## src/assert_macros.svh

```systemverilog
// Assertion macros for the RTL file of the line pixel walker.
`ifndef ASSERT_MACROS_SVH
`define ASSERT_MACROS_SVH

// Same-cycle implication, checked on every rising clock edge outside reset.
`define ASSERT_IMPLIES(label, clk, rst_n, ante, cons) \
  label: assert property (@(posedge clk) disable iff (!rst_n) (ante) |-> (cons)) \
    else $error("assertion failed: same-cycle implication");

// Next-cycle implication, checked on every rising clock edge outside reset.
`define ASSERT_NEXT(label, clk, rst_n, ante, cons) \
  label: assert property (@(posedge clk) disable iff (!rst_n) (ante) |=> (cons)) \
    else $error("assertion failed: next-cycle implication");

`endif

```

## src/lpw_pkg.sv

```systemverilog
// Package with the widths and request codes of the line pixel walker.
`default_nettype none

package lpw_pkg;

  // Width of one pixel coordinate.
  localparam int COORD_BITS = 12;

  // Width of an offset-by-span cross product.
  localparam int PROD_BITS = 2 * COORD_BITS;

  // Request codes carried by req_type.
  localparam logic REQ_START = 1'b0;
  localparam logic REQ_STEP  = 1'b1;

endpackage : lpw_pkg

`default_nettype wire

```

## src/line_pixel_walker_unit.sv

```systemverilog
// Top level of the line pixel walker: a 4-connected line rasterizer.
//
//   Channel | Ports                                        | Direction
//   --------+----------------------------------------------+----------
//   input   | in_valid/in_ready, in_req_type, in_x_start,  | in
//           | in_y_start, in_x_end, in_y_end               |
//   output  | out_valid/out_ready, out_pixel_x,            | out
//           | out_pixel_y, out_last_pixel                  |
//
// A step transaction has its pixel in the output register in the cycle after it is
// accepted, so the block sustains one pixel per clock while out_ready is high; running
// cross product registers replace both multiplies with one add each.
// Reset (rst_n low, synchronous) drops any active line and empties the output.
// While a result sits in the output register and out_ready is low, in_ready
// is held low; otherwise a new transaction is taken every cycle.
`default_nettype none

`include "assert_macros.svh"

module line_pixel_walker_unit
  import lpw_pkg::*;
(
  input  wire                   clk,
  input  wire                   rst_n,

  input  wire                   in_valid,
  output logic                  in_ready,
  input  wire                   in_req_type,
  input  wire  [COORD_BITS-1:0] in_x_start,
  input  wire  [COORD_BITS-1:0] in_y_start,
  input  wire  [COORD_BITS-1:0] in_x_end,
  input  wire  [COORD_BITS-1:0] in_y_end,

  output logic                  out_valid,
  input  wire                   out_ready,
  output logic [COORD_BITS-1:0] out_pixel_x,
  output logic [COORD_BITS-1:0] out_pixel_y,
  output logic                  out_last_pixel
);

  // Line state. The base point is the end with the smaller y (the left end
  // for a flat line); the offsets count how far the walk has gone from it.
  logic                  line_active_r, line_active_nxt;
  logic                  flat_mode_r,   flat_mode_nxt;
  logic                  x_leftward_r,  x_leftward_nxt;
  logic [COORD_BITS-1:0] base_x_r,      base_x_nxt;
  logic [COORD_BITS-1:0] base_y_r,      base_y_nxt;
  logic [COORD_BITS-1:0] span_x_r,      span_x_nxt;
  logic [COORD_BITS-1:0] span_y_r,      span_y_nxt;
  logic [COORD_BITS-1:0] x_offset_r,    x_offset_nxt;
  logic [COORD_BITS-1:0] y_offset_r,    y_offset_nxt;

  // Running cross products: lhs tracks x_offset * span_y and rhs tracks
  // y_offset * span_x. Each step adds one span to one of them, so the slope
  // test never needs a multiplier. The walk never overshoots a span, so the
  // sums stay below 2^PROD_BITS.
  logic [PROD_BITS-1:0]  lhs_r,         lhs_nxt;
  logic [PROD_BITS-1:0]  rhs_r,         rhs_nxt;

  // Output register.
  logic                  out_valid_r,   out_valid_nxt;
  logic [COORD_BITS-1:0] out_x_r,       out_x_nxt;
  logic [COORD_BITS-1:0] out_y_r,       out_y_nxt;
  logic                  out_last_r,    out_last_nxt;

  // Handshake: a new transaction is taken unless a stalled result blocks the
  // output register.
  logic in_accept;
  logic step_fire;

  assign in_ready  = !out_valid_r || out_ready;
  assign in_accept = in_valid && in_ready;
  assign step_fire = in_accept && (in_req_type == REQ_STEP) && line_active_r;

  // Endpoint ordering for a start transaction.
  logic                  swap_ends;
  logic [COORD_BITS-1:0] ld_bx, ld_by, ld_fx, ld_fy;

  assign swap_ends = (in_y_end < in_y_start) ||
                     ((in_y_end == in_y_start) && (in_x_end < in_x_start));
  assign ld_bx = swap_ends ? in_x_end   : in_x_start;
  assign ld_by = swap_ends ? in_y_end   : in_y_start;
  assign ld_fx = swap_ends ? in_x_start : in_x_end;
  assign ld_fy = swap_ends ? in_y_start : in_y_end;

  // Current pixel of the active line and its end-of-line flag.
  logic [COORD_BITS-1:0] cur_x, cur_y;
  logic                  cur_last;
  logic                  move_y;

  assign cur_x    = x_leftward_r ? (base_x_r - x_offset_r) : (base_x_r + x_offset_r);
  assign cur_y    = base_y_r + y_offset_r;
  assign cur_last = (x_offset_r == span_x_r) && (y_offset_r == span_y_r);

  // Step in y while the path lies on or left of the ideal line and y still
  // has room; otherwise step in x toward the far end. A flat line only
  // ever steps in x.
  assign move_y = !flat_mode_r && (lhs_r >= rhs_r) && (y_offset_r < span_y_r);

  always_comb begin
    line_active_nxt = line_active_r;
    flat_mode_nxt   = flat_mode_r;
    x_leftward_nxt  = x_leftward_r;
    base_x_nxt      = base_x_r;
    base_y_nxt      = base_y_r;
    span_x_nxt      = span_x_r;
    span_y_nxt      = span_y_r;
    x_offset_nxt    = x_offset_r;
    y_offset_nxt    = y_offset_r;
    lhs_nxt         = lhs_r;
    rhs_nxt         = rhs_r;

    out_valid_nxt   = out_valid_r && !out_ready;
    out_x_nxt       = out_x_r;
    out_y_nxt       = out_y_r;
    out_last_nxt    = out_last_r;

    if (in_accept && (in_req_type == REQ_START)) begin
      // A start replaces any line still in progress and gives no result.
      base_x_nxt      = ld_bx;
      base_y_nxt      = ld_by;
      span_y_nxt      = ld_fy - ld_by;
      x_leftward_nxt  = ld_fx < ld_bx;
      span_x_nxt      = (ld_fx < ld_bx) ? (ld_bx - ld_fx) : (ld_fx - ld_bx);
      flat_mode_nxt   = (ld_fy == ld_by);
      x_offset_nxt    = '0;
      y_offset_nxt    = '0;
      lhs_nxt         = '0;
      rhs_nxt         = '0;
      line_active_nxt = 1'b1;
    end else if (step_fire) begin
      out_valid_nxt = 1'b1;
      out_x_nxt     = cur_x;
      out_y_nxt     = cur_y;
      out_last_nxt  = cur_last;
      if (cur_last) begin
        line_active_nxt = 1'b0;
      end else if (move_y) begin
        y_offset_nxt = y_offset_r + COORD_BITS'(1);
        rhs_nxt      = rhs_r + PROD_BITS'(span_x_r);
      end else begin
        x_offset_nxt = x_offset_r + COORD_BITS'(1);
        lhs_nxt      = lhs_r + PROD_BITS'(span_y_r);
      end
    end
  end

  always_ff @(posedge clk) begin
    if (!rst_n) begin
      line_active_r <= 1'b0;
      flat_mode_r   <= 1'b0;
      x_leftward_r  <= 1'b0;
      base_x_r      <= '0;
      base_y_r      <= '0;
      span_x_r      <= '0;
      span_y_r      <= '0;
      x_offset_r    <= '0;
      y_offset_r    <= '0;
      lhs_r         <= '0;
      rhs_r         <= '0;
      out_valid_r   <= 1'b0;
    end else begin
      line_active_r <= line_active_nxt;
      flat_mode_r   <= flat_mode_nxt;
      x_leftward_r  <= x_leftward_nxt;
      base_x_r      <= base_x_nxt;
      base_y_r      <= base_y_nxt;
      span_x_r      <= span_x_nxt;
      span_y_r      <= span_y_nxt;
      x_offset_r    <= x_offset_nxt;
      y_offset_r    <= y_offset_nxt;
      lhs_r         <= lhs_nxt;
      rhs_r         <= rhs_nxt;
      out_valid_r   <= out_valid_nxt;
    end
  end

  // Result payload needs no reset: it is only looked at with out_valid.
  always_ff @(posedge clk) begin
    out_x_r    <= out_x_nxt;
    out_y_r    <= out_y_nxt;
    out_last_r <= out_last_nxt;
  end

  assign out_valid      = out_valid_r;
  assign out_pixel_x    = out_x_r;
  assign out_pixel_y    = out_y_r;
  assign out_last_pixel = out_last_r;

  // Terms for the checks below, formed at full product width.
  logic                 offsets_in_span;
  logic [PROD_BITS-1:0] lhs_exact, rhs_exact;
  logic                 cross_ok;
  logic                 last_closed;

  assign offsets_in_span = (x_offset_r <= span_x_r) && (y_offset_r <= span_y_r);
  assign lhs_exact       = PROD_BITS'(x_offset_r) * PROD_BITS'(span_y_r);
  assign rhs_exact       = PROD_BITS'(y_offset_r) * PROD_BITS'(span_x_r);
  assign cross_ok        = (lhs_r == lhs_exact) && (rhs_r == rhs_exact);
  assign last_closed     = !line_active_r && out_valid_r && out_last_r;

  // The walk never runs past either span while a line is active.
  `ASSERT_IMPLIES(a_offsets_in_span, clk, rst_n, line_active_r, offsets_in_span)

  // The running sums always equal the true cross products.
  `ASSERT_IMPLIES(a_cross_products, clk, rst_n, 1'b1, cross_ok)

  // Emitting the end point closes the line.
  `ASSERT_NEXT(a_last_ends_line, clk, rst_n, step_fire && cur_last, last_closed)

endmodule : line_pixel_walker_unit

`default_nettype wire

```

## config.mk

```make
export PLATFORM = sky130hd
export DESIGN_NAME = line_pixel_walker_unit
export DESIGN_NICKNAME = d
export VERILOG_FILES = /design/src/lpw_pkg.sv /design/src/line_pixel_walker_unit.sv
export VERILOG_INCLUDE_DIRS = /design/src /design/src/src
export SDC_FILE = /design/constraint.sdc
export NUM_CORES = 1
export LEC_CHECK = 0
export BUFFER_PORTS_ARGS = -buffer_cell sky130_fd_sc_hd__buf_2
export CORE_ASPECT_RATIO = 1.4
export CORE_MARGIN = 3
export CORE_UTILIZATION = 45
export CTS_CLUSTER_DIAMETER = 60
export DETAILED_ROUTE_END_ITERATION = 10
export GPL_ROUTABILITY_DRIVEN = 0
export SLEW_MARGIN = 15
export SYNTH_ARGS = -nofsm -noshare
export SYNTH_HDL_FRONTEND = slang
export SYNTH_SLANG_ARGS = --single-unit
```

## constraint.sdc

```tcl
create_clock -name clk -period 14.5 [get_ports clk]
set_clock_uncertainty 0.2 [all_clocks]
set_input_delay 2.9 -clock clk [delete_from_list [all_inputs] [get_ports clk]]
set_output_delay 2.9 -clock clk [all_outputs]
set_load 0.05 [all_outputs]
```

# ---- Word level (Yosys, flattened, before mapping)
# Index checks and enable logic that the tools add are counted.
dict set report totals {
  in_bits 53
  out_inout_bits 27
  register_bits 149
  wordCells 71
}
dict set report op_classes {
  n_reduce_logical 21
  n_lt_le_gt_ge 5
  bitwise 5
  add_sub_neg 10
  n_eq_ne 4
  muxes 11
}
# cell n
set op_table {}
lappend op_table {{$mux 12} 6}
lappend op_table {{$add 24x12->24} 2}
lappend op_table {{$eq 12x12->1} 4}
lappend op_table {{$lt 12x12->1} 4}
lappend op_table {{$sub 12x12->12} 4}
lappend op_table {{$add 12x1->12 const B} 2}
lappend op_table {{$add 12x12->12} 2}
lappend op_table {{$ge 24x24->1} 1}
lappend op_table {{$logic_and 1x1->1} 9}
lappend op_table {{$reduce_and 3->1} 2}
lappend op_table {{$mux 1} 5}
lappend op_table {{$not 1->1} 5}
lappend op_table {{$reduce_and 2->1} 2}
lappend op_table {{$reduce_bool 2->1} 2}
lappend op_table {{$logic_not 1->1} 3}
lappend op_table {{$logic_or 1x1->1} 2}
lappend op_table {{$reduce_or 2->1} 1}

# ---- Depth between registers and ports, before layout
# Gate-level depths: netlist (run 1).
dict set report logic_depth {
  depth_word 7
  mapped_depth 20
  ltp_nobuf 17
}

# ---- Worst setup path before layout (run 1)
# No wires, ideal clock.
dict set report synth_path {
  path_type {input to register}
  from {input port in_y_start[7]}
  to {register span_y_r[8]}
  required_time_ns 14.163
  path_buffers 4
  setup_ns 0.137
  path_stages 19
  arrival_ns 6.702
  setup_slack_ns 7.461
  path_cell_list {inv_1 -> ha_1 -> buf_2 -> nand2_1 -> nor4_2 -> nand4_1 -> nand2_1 -> clkbuf_1 -> clkbuf_1 -> clkbuf_1 -> a21oi_1 -> ha_1 -> o31a_1 -> o31ai_1 -> and3_1 -> o31ai_1 -> a21oi_1 -> xor2_1 -> o22ai_1}
}
dict set report synth_via {
  elab_chain_len 5
  elab_cells_between_ends 7
  classes_between {add/sub (1); order compare (1); eq/ne (1); mux (2); reduce/logical (2)}
}
# element line_no
set synth_lines {}
lappend synth_lines {{start, declared} line_pixel_walker_unit.sv:30} ;# input wire [COORD_BITS-1:0] in_y_start,
lappend synth_lines {{parallel branches: the longest is 4 deep, another holds $lt 12x12->1} --}
lappend synth_lines {{$sub 12x12->12 *} line_pixel_walker_unit.sv:122} ;# span_y_nxt = ld_fy - ld_by;
lappend synth_lines {{end signal, assigned} line_pixel_walker_unit.sv:169} ;# span_y_r <= span_y_nxt;
lappend synth_lines {{end, declared} line_pixel_walker_unit.sv:49} ;# logic [COORD_BITS-1:0] span_y_r, span_y_nxt;
# Every way passes the cells marked *.
# A chain may end at the register's enable or synchronous reset.

# ---- Worst setup path after layout (run 1)
dict set report layout_path {
  from {input port in_y_start[7]}
  to {register span_y_r[10]}
}
# Same word-level chain as after synthesis.

==> results of run 1 <==
## metal layers
layer | up-vias | GRT usage (%)
met3 | 49 | 3.70
met1 | 4477 | 28.0
met5 | - | 0
li1 | 4826 | -
met2 | 195 | 36.8
met4 | 0 | 7.38
## logic make-up (layout without fill, tap and decap cells)
kind of cell | count (synthesis) | count (layout) | synth area share, %
buffers and inverters | 167 | 221 | 6.12
adders and majority gates | 116 | 116 | 13.5
DFF | 149 | 149 | 29.6
xor gates and xnor gates | 109 | 109 | 8.73
and+or+nand+nor | 458 | 458 | 20.1
AOI/OAI and AO/OA | 318 | 318 | 18.9
muxes | 33 | 33 | 3.06
## final cells by class
cell class	count	area, sq um	share of cell area [%]
Clock inverter	15	228	1.87
Sequential cell	149	3230	26.6
Timing Repair Buffer	86	448	3.68
Clock buffer	17	425	3.50
Multi-Input combinational cell	1034	7060	58.1
Tap cell	306	383	3.15
Inverter	103	387	3.18
## path summary, 6_finish.rpt
kind / from / end / slack (ps) / cells past startpoint
hold / removal: base_x_r[10]$_SDFFE_PN0P_ / base_x_r[10]$_SDFFE_PN0P_ / 270 / 1
hold reg to reg: base_x_r[10]$_SDFFE_PN0P_ / base_x_r[10]$_SDFFE_PN0P_ / 270 / 1
setup / recovery: in_y_start[7] / span_y_r[10]$_SDFFE_PN0P_ / 7040 / 17
setup reg to reg: span_y_r[9]$_SDFFE_PN0P_ / rhs_r[22]$_SDFFE_PP0P_ / 10290 / 11
## report_power, final
part / leakage (uW) / switching, uW / internal [uW]
registers: 0.00123 / 14.0 / 438
logic: 0.00365 / 162 / 103
clock network: 0.000309 / 186 / 307
total: 0.00519 / 362 / 847
## cells in the final DEF, fill, tap and decap left out, types with 20 or more instances in the layout
master      n
nand2b_1   21
nor2_1    150
edfxtp_1   25
nand4_1    25
xor2_1     26
nand3_1    22
o21ai_0    65
nand2_1   122
xnor2_1    83
mux2i_1    30
nor4_1     20
dfxtp_1   124
inv_1     103
a21o_1     43
a21oi_1    80
buf_2      79
ha_1      112
## critical path: stages
cell and delay (ps):
buf_2 80, inv_1 50, ha_1 440, nand2_1 170, nor4_2 520, nand4_1 650, nand2_1 330, buf_4 510
a21oi_1 140, ha_1 220, o31a_1 330, o31ai_1 400, and3_1 240, o31ai_1 90, o21ai_1 190, a211o_1 150
o211ai_1 90
## per-stage QoR
step	total power [uW]	hold WS (ps)	setup slack, ps
after floorplan	654	232	7460
after global placement	723	250	6880
after detailed placement	725	253	6670
after CTS	1220	271	7110
after global routing	1270	300	6600
final	1210	265	7040
## sequential cells by signal (all words and copies together) (netlist names), 12 cells and up
register     count
rhs_r           24
out_pixel_y     12
base_x_r        12
x_offset_r      12
span_y_r        12
y_offset_r      12
span_x_r        12
out_pixel_x     12
lhs_r           24
base_y_r        12
==> impl_metrics.ini, run 1 <==
[status]
status = complete, no violations

[synthesis]
avgSynthCellArea_sq_um = 8.10
ys_warn_count = 0
yosysTopAreaCell = dfxtp_1
yosys-top-cells-count = nor2_1, dfxtp_1, nand2_1
synth_fp_nets = 1519
ys_seq_elements = 149
ys_types = 75
netlist_instances = 1350
synth_top_area_share_pct = 22.7
synthArstFlopShare_pct = 0
synth_area_sq_um = 10900
synth_area_leaders = dfxtp_1, ha_1, edfxtp_1, xnor2_1, nor2_1
synth_ff_type = dfxtp_1
ys_seq_area_share_pct = 29.6
yosysMostFrequentCell = nor2_1
synth_edf_count = 25

[min_path]
hp-class = reg -> reg

[global_route]
gr-usage-all-layers_pct = 21.8
antenna_found_initial = 0
overflow = 0
grt_pass1_wl_mm = 45.9
grt_max_degree = 89
grt_pass1_vias = 9273

[sta]
post-route-min-period_ps = 7460
hold_viol_final = 0
finalMaxSlewViolations = 0
max_freq_mhz = 134
worstMarginPinSlew_ps = 976
rsz0062_at_grt = no
setup_viol = 0
max-slew-margin-rel_pct = 34.9
tns_ps = 0
layout_worst_path_cycle_share_pct = 51.4

[placed_design]
portBuffers = 79
place_inst = 1678
dpl.hpwl_mm = 21.2
placed_cell_area_sq_um = 11500

[detailed_routing]
ant_nets = 0
via_count = 9547
firstDrtPassIters = 7
met3_length_mm = 1.18
drt-total-wl_mm = 27.6
wl_met1_mm = 12.4
top_layer = met4
post_drt_wl_per_cell_um = 16.2
dr_wl_met2_mm = 13.4
drt_iter0_drc = 603
drc = 0
via_per_inst = 5.58

[cts]
cts-root-buf = clkbuf_16
clk_pin_slew_ps = 60
tritoncts = done
cts_made_buffers = 17
cts-htree-levels = 4
ctsResizeCount = 0
hold_buffers = 0
worstSkewPairLatency_ps = 430
cts_sinks = 149
post-cts-setup-buffers = 0
cts_max_path_buffers = 2

[die]
num_rows = 66
initial_core_util_pct = 46.5
die_x_um = 138
core_sq_um = 23500
dieArea_sq_um = 26200
die_h_um = 190
io_pins = 80

[worst_setup_path]
endpoint_kind = flop
crit_required_ps = 14570
worst_setup_path_start_kind = input port
cp_max_fo = 53
arrival_ps = 7530
critPathKind = in -> reg

[power_and_ir_drop]
p_leak_uw = 0.00519
powerDensity_nw_per_um2 = 99.4
ir_drop_v = 0.0000850

[layout]
final_util_pct = 51.7
drive_gt1_share_pct = 9.83
fin_cells = 1710
design_area_sq_um = 12200
n_antenna_cell = 0
layout-area-overhead-vs-synth_pct = 11.3
fin_nets = 1560
fill_cells = 2324

[flow_run]
drv_cap = 0
No activity file was read; power rests on OpenSTA's default activity.
==> run 2, diff against run 1 <==
==> constraint.sdc (replaced) <==
create_clock -name clk -period 7.7 [get_ports clk]
set_clock_uncertainty 0.2 [all_clocks]
set_input_delay 1.54 -clock clk [delete_from_list [all_inputs] [get_ports clk]]
set_output_delay 1.54 -clock clk [all_outputs]
set_load 0.05 [all_outputs]
==> run 2 against run 1 <==
  * Core utilization is 0.17 points lower
  * Sequential power is 88% higher
  * Design area is 0.33% lower
  * Hold slack better by 6.8 ps
  * Combinational power is 87% higher
  * Die area stayed put
  * Non-clock buffer count is 2 higher
  * Cell count is 0.12% higher
  * Critical path type unchanged
  * Critical endpoint is now span_x_r[9]$_SDFFE_PN0P_
  * Largest cell class unchanged
  * Largest power group is now sequential cells
==> impl_metrics.ini, run 2 (synthesized netlist as in run 1, its figures left out) <==
[worst_setup_path]
critPathKind = in -> reg
cpPeakStageDelay_ps = 480
endpoint_kind = flop
slowest_stage = buf_4
crit_chain = buf_2, inv_1, ha_1, a21o_1, a21o_1, o31ai_1, nand2_1, nand2_1, buf_4, a21oi_1, or3_1, o21ai_2, nand2_2, mux2_2, a311o_1, nand3_1
arrival_ps = 5630
worst_setup_path_start_kind = input port
cpLargestDelayFamily = simple AND/OR/NAND/NOR gates
crit_required_ps = 7870
cp_max_fo = 52
timing.critical_path.buf_inv = 3

[global_route]
grt_pass1_vias = 9023
gr-usage-met2_pct = 35.9
gr-usage-all-layers_pct = 21.7
antenna_found_initial = 0
grt_max_degree = 89
overflow = 0
grtUsageMet1_pct = 28.5
grt.busiest_layer = met2
grt_pass1_wl_mm = 45.4
met3_usage_pct = 3.48

[power_and_ir_drop]
seq_power_share_pct = 38.7
ir_drop_v = 0.000154
p_clk_share_pct = 38.7
intPower_uw = 1520
p_comb_share_pct = 22.6
power_uw = 2200
switching_share_pct = 31.0
powerDensity_nw_per_um2 = 181
p_leak_uw = 0.00518
switchingPower_uw = 682

[placed_design]
dpl.hpwl_mm = 21.4
placed_cell_area_sq_um = 11500
portBuffers = 79

[sta]
max-slew-margin-rel_pct = 34.1
worstMarginPinSlew_ps = 988
max_freq_mhz = 183
hold_viol_final = 0
layout_worst_path_cycle_share_pct = 70.9
rsz0062_at_grt = no
setup_viol = 0
post-route-min-period_ps = 5460
tns_ps = 0
finalMaxSlewViolations = 0

[die]
die_x_um = 138
dieArea_sq_um = 26200
die_h_um = 190
initial_core_util_pct = 46.5
io_pins = 80
core_sq_um = 23500
num_rows = 66

[detailed_routing]
via_per_inst = 5.56
post_drt_wl_per_cell_um = 16.3
drt_iter0_drc = 479
via_count = 9527
firstDrtPassIters = 5
drc = 0
ant_nets = 0
drt-total-wl_mm = 27.9

[layout]
fin_nets = 1562
n_antenna_cell = 0
final_common_cell = nor2_1
design_area_sq_um = 12100
regArea_sq_um = 3230
reg.largest.list = lhs_r (24), rhs_r (24)
final_util_pct = 51.5
final_cell_mix = nor2_1, dfxtp_1, nand2_1
multi_input_area_sq_um = 7060
layout-area-overhead-vs-synth_pct = 10.9
fill_cells = 2308
drive_gt1_share_pct = 10.0

[cts]
cts_sinks = 149
ctsResizeCount = 0
cts-htree-levels = 4
hold_buffers = 0
cts-root-buf = clkbuf_16
clk_pin_slew_ps = 60
worstSkewPairLatency_ps = 440
cts_made_buffers = 17
post-cts-setup-buffers = 0
tritoncts = done
cts_max_path_buffers = 2

[min_path]
hp-class = reg -> reg

[flow_run]
drv_cap = 0

[status]
status = complete, no violations
[run 2: cell count changes in the layout (fill, tap and decap cells not counted)]
cell,before,now
bufinv_16,5,2
clkinv_2,1,4
buf_4,7,9
inv_6,2,4
clkbuf_16,17,18
clkinv_1,1,0
clkinvlp_4,3,2
inv_8,1,0
[run 2: final timing paths]
| path | start | end | slack [ps] | depth (start not counted) |
|---|---|---|---|---|
| min reg2reg | base_x_r[10]$_SDFFE_PN0P_ | base_x_r[10]$_SDFFE_PN0P_ | 270 | 1 |
| max | in_y_start[9] | span_x_r[9]$_SDFFE_PN0P_ | 2240 | 16 |
| min | base_x_r[10]$_SDFFE_PN0P_ | base_x_r[10]$_SDFFE_PN0P_ | 270 | 1 |
| max reg2reg | rhs_r[21]$_SDFFE_PP0P_ | rhs_r[23]$_SDFFE_PP0P_ | 3710 | 14 |
[run 2: cell type report]
cell class | instances | share of cell area, %
clock buffers | 18 | 3.71
clock inverters | 14 | 1.22
inverters | 103 | 3.19
multi-input cells | 1034 | 58.2
flip-flops and latches | 149 | 26.7
well taps | 306 | 3.16
repair buffers | 88 | 3.82
[run 2: power groups by stage]
| stage | logic, uW | clock network, uW | registers [uW] |
|---|---|---|---|
| after floorplan | 363 | 0 | 868 |
| after global placement | 490 | 0 | 869 |
| after detailed placement | 493 | 0 | 869 |
| after CTS | 497 | 870 | 852 |
| after global routing | 553 | 903 | 854 |
| final | 496 | 851 | 852 |
[run 2: stage by stage]
stage | cells | worst slack (ps) | hold slack, ps
6_report | 1712 | 2240 | 272
5_1_grt | 1712 | 1980 | 299
4_1_cts | 1712 | 2310 | 269
3_5_place_dp | 1680 | 1860 | 254
3_3_place_gp | 1680 | 1930 | 247
2_1_floorplan | 1350 | 2020 | 232
[run 2: layer usage]
metal  wire, um  part of all wire, %
met1      12700                   45
met2      13300                   48
met3       1140                  4.1
met4        718                  2.6
met5          0                    0
==> run 3, diff against run 2 <==
==> constraint.sdc (replaced) <==
create_clock -name clk -period 5 [get_ports clk]
set_clock_uncertainty 0.2 [all_clocks]
set_input_delay 1 -clock clk [delete_from_list [all_inputs] [get_ports clk]]
set_output_delay 1 -clock clk [all_outputs]
set_load 0.05 [all_outputs]
==> run 3 against run 2 <==
  * Total power is 58% higher
  * Routed wire length is 0.50% higher
  * Via count is 0.13% higher
  * Die area stayed put
  * Combinational power is 62% higher
  * Global-route usage is 0.16 points higher
  * Sequential share of layout area is 0.49 points lower
  * Hold slack worse by 5.3 ps
  * Non-clock buffer count is 26 higher
  * Critical endpoint unchanged
==> impl_metrics.ini, run 3 (synthesized netlist as in run 1, its figures left out) <==
[global_route]
gr-usage-all-layers_pct = 21.8
overflow = 0
antenna_found_initial = 0
grt_max_degree = 54
grt_pass1_vias = 9224
grt_pass1_wl_mm = 45.7

[worst_setup_path]
regToRegSetupSlack_ps = 1120
worst_setup_path_start_kind = input port
endpoint_kind = flop
cp-startpoint = in_x_start[3]
cp_max_fo = 14
r2r_start = rhs_r[21]$_SDFFE_PP0P_
arrival_ps = 4670
critPathCapture = span_x_r[9]$_SDFFE_PN0P_
reg2reg_depth = 14
crit_required_ps = 5170
reg2reg_to = rhs_r[22]$_SDFFE_PP0P_
critPathKind = in -> reg

[layout]
final_cell_mix = nor2_1, dfxtp_1, nand2_1
layout-area-overhead-vs-synth_pct = 13.0
fill_cells = 2275
final_common_cell = nor2_1
n_antenna_cell = 0
drive_gt1_share_pct = 11.7
final_util_pct = 52.5
fin_nets = 1588
reg.largest.list = lhs_r (24), rhs_r (24)

[min_path]
min_path_cells = 2
hp-class = reg -> reg

[detailed_routing]
firstDrtPassIters = 5
via_per_inst = 5.49
drc = 0
drt-total-wl_mm = 28.0
drt_iter0_drc = 550
via_count = 9539
post_drt_wl_per_cell_um = 16.1
ant_nets = 0

[sta]
hold_viol_final = 0
setup_viol = 0
finalMaxSlewViolations = 0
worstMarginPinSlew_ps = 925
post-route-min-period_ps = 4500
tns_ps = 0
max-slew-margin-rel_pct = 38.2
fin_hold_ws_ps = 267
max_freq_mhz = 222
rsz0062_at_grt = no
layout_worst_path_cycle_share_pct = 90.0

[cts]
cts_sinks = 149
worstSkewPairLatency_ps = 440
post-cts-setup-buffers = 0
cts-htree-levels = 4
ctsResizeCount = 0
cts_max_path_buffers = 2
tritoncts = done
clk_pin_slew_ps = 70
cts-root-buf = clkbuf_16
hold_buffers = 0
cts_made_buffers = 17

[die]
die_x_um = 138
initial_core_util_pct = 46.5
num_rows = 66
core_sq_um = 23500
io_pins = 80
dieArea_sq_um = 26200
die_h_um = 190

[power_and_ir_drop]
ir_drop_v = 0.000252
switchingPower_uw = 1070
powerDensity_nw_per_um2 = 281
p_clk_share_pct = 39.1
p_leak_uw = 0.00530
seq_power_share_pct = 37.8
intPower_uw = 2390
switching_share_pct = 31.0
p_comb_share_pct = 23.1

[flow_run]
drv_cap = 0

[placed_design]
dpl.hpwl_mm = 21.9
portBuffers = 79

[status]
status = complete, no violations
run 3: cell type report:
cell class / instances / area (sq um) / share of cell area [%]
Multi-Input combinational cell: 1034 / 7060 / 57.2
Sequential cell: 149 / 3230 / 26.2
Clock inverter: 15 / 191 / 1.55
Timing Repair Buffer: 114 / 671 / 5.43
Inverter: 103 / 387 / 3.13
Tap cell: 306 / 383 / 3.10
Clock buffer: 17 / 425 / 3.44
run 3: worst max-delay path, cell delays in order:
cell and delay [ps]:
buf_2 100, inv_1 50, ha_1 400, and2_4 200, o21ai_1 70, a2111o_1 400
nand4_1 130, nand2_1 130, mux2i_1 160, ha_1 220, a32oi_1 210, a21oi_1 110
a221o_1 310, o21ai_2 190, nand2_2 240, mux2_2 360, a311o_1 320, nand3_1 60
run 3: metal layers:
metal  routed length [um]  global-route usage [%]
met4                  658                    7.38
met1                12800                    28.5
met3                  935                    2.72
met5                    0                       0
met2                13600                    37.1
run 3: how the worst min path moves through the flow:
stage,start,endpoint,slack (ps)
2_1_floorplan,base_x_r[2]$_SDFFE_PN0P_,base_x_r[2]$_SDFFE_PN0P_,230
3_3_place_gp,base_x_r[10]$_SDFFE_PN0P_,base_x_r[10]$_SDFFE_PN0P_,250
3_5_place_dp,base_y_r[8]$_SDFFE_PN0P_,base_y_r[8]$_SDFFE_PN0P_,250
4_1_cts,base_y_r[8]$_SDFFE_PN0P_,base_y_r[8]$_SDFFE_PN0P_,270
5_1_grt,base_x_r[10]$_SDFFE_PN0P_,base_x_r[10]$_SDFFE_PN0P_,290
6_report,base_y_r[7]$_SDFFE_PN0P_,base_y_r[7]$_SDFFE_PN0P_,270
run 3: power groups by stage:
stage / clock network (uW) / registers, uW / logic (uW)
floorplan: 0 / 1340 / 560
global placement: 0 / 1340 / 793
detailed placement: 0 / 1340 / 798
CTS: 1390 / 1310 / 803
global route: 1430 / 1310 / 892
finish: 1360 / 1310 / 802
run 3: stage by stage:
step                      instances  total power (uW)  area (sq um)  worst slack (ps)
after floorplan                1350              1900         10900              42.9
after global placement         1706              2130         11700               147
after detailed placement       1706              2130         11700               105
after CTS                      1738              3500         12400               543
after global routing           1738              3640         12400               285
final                          1738              3470         12400               502
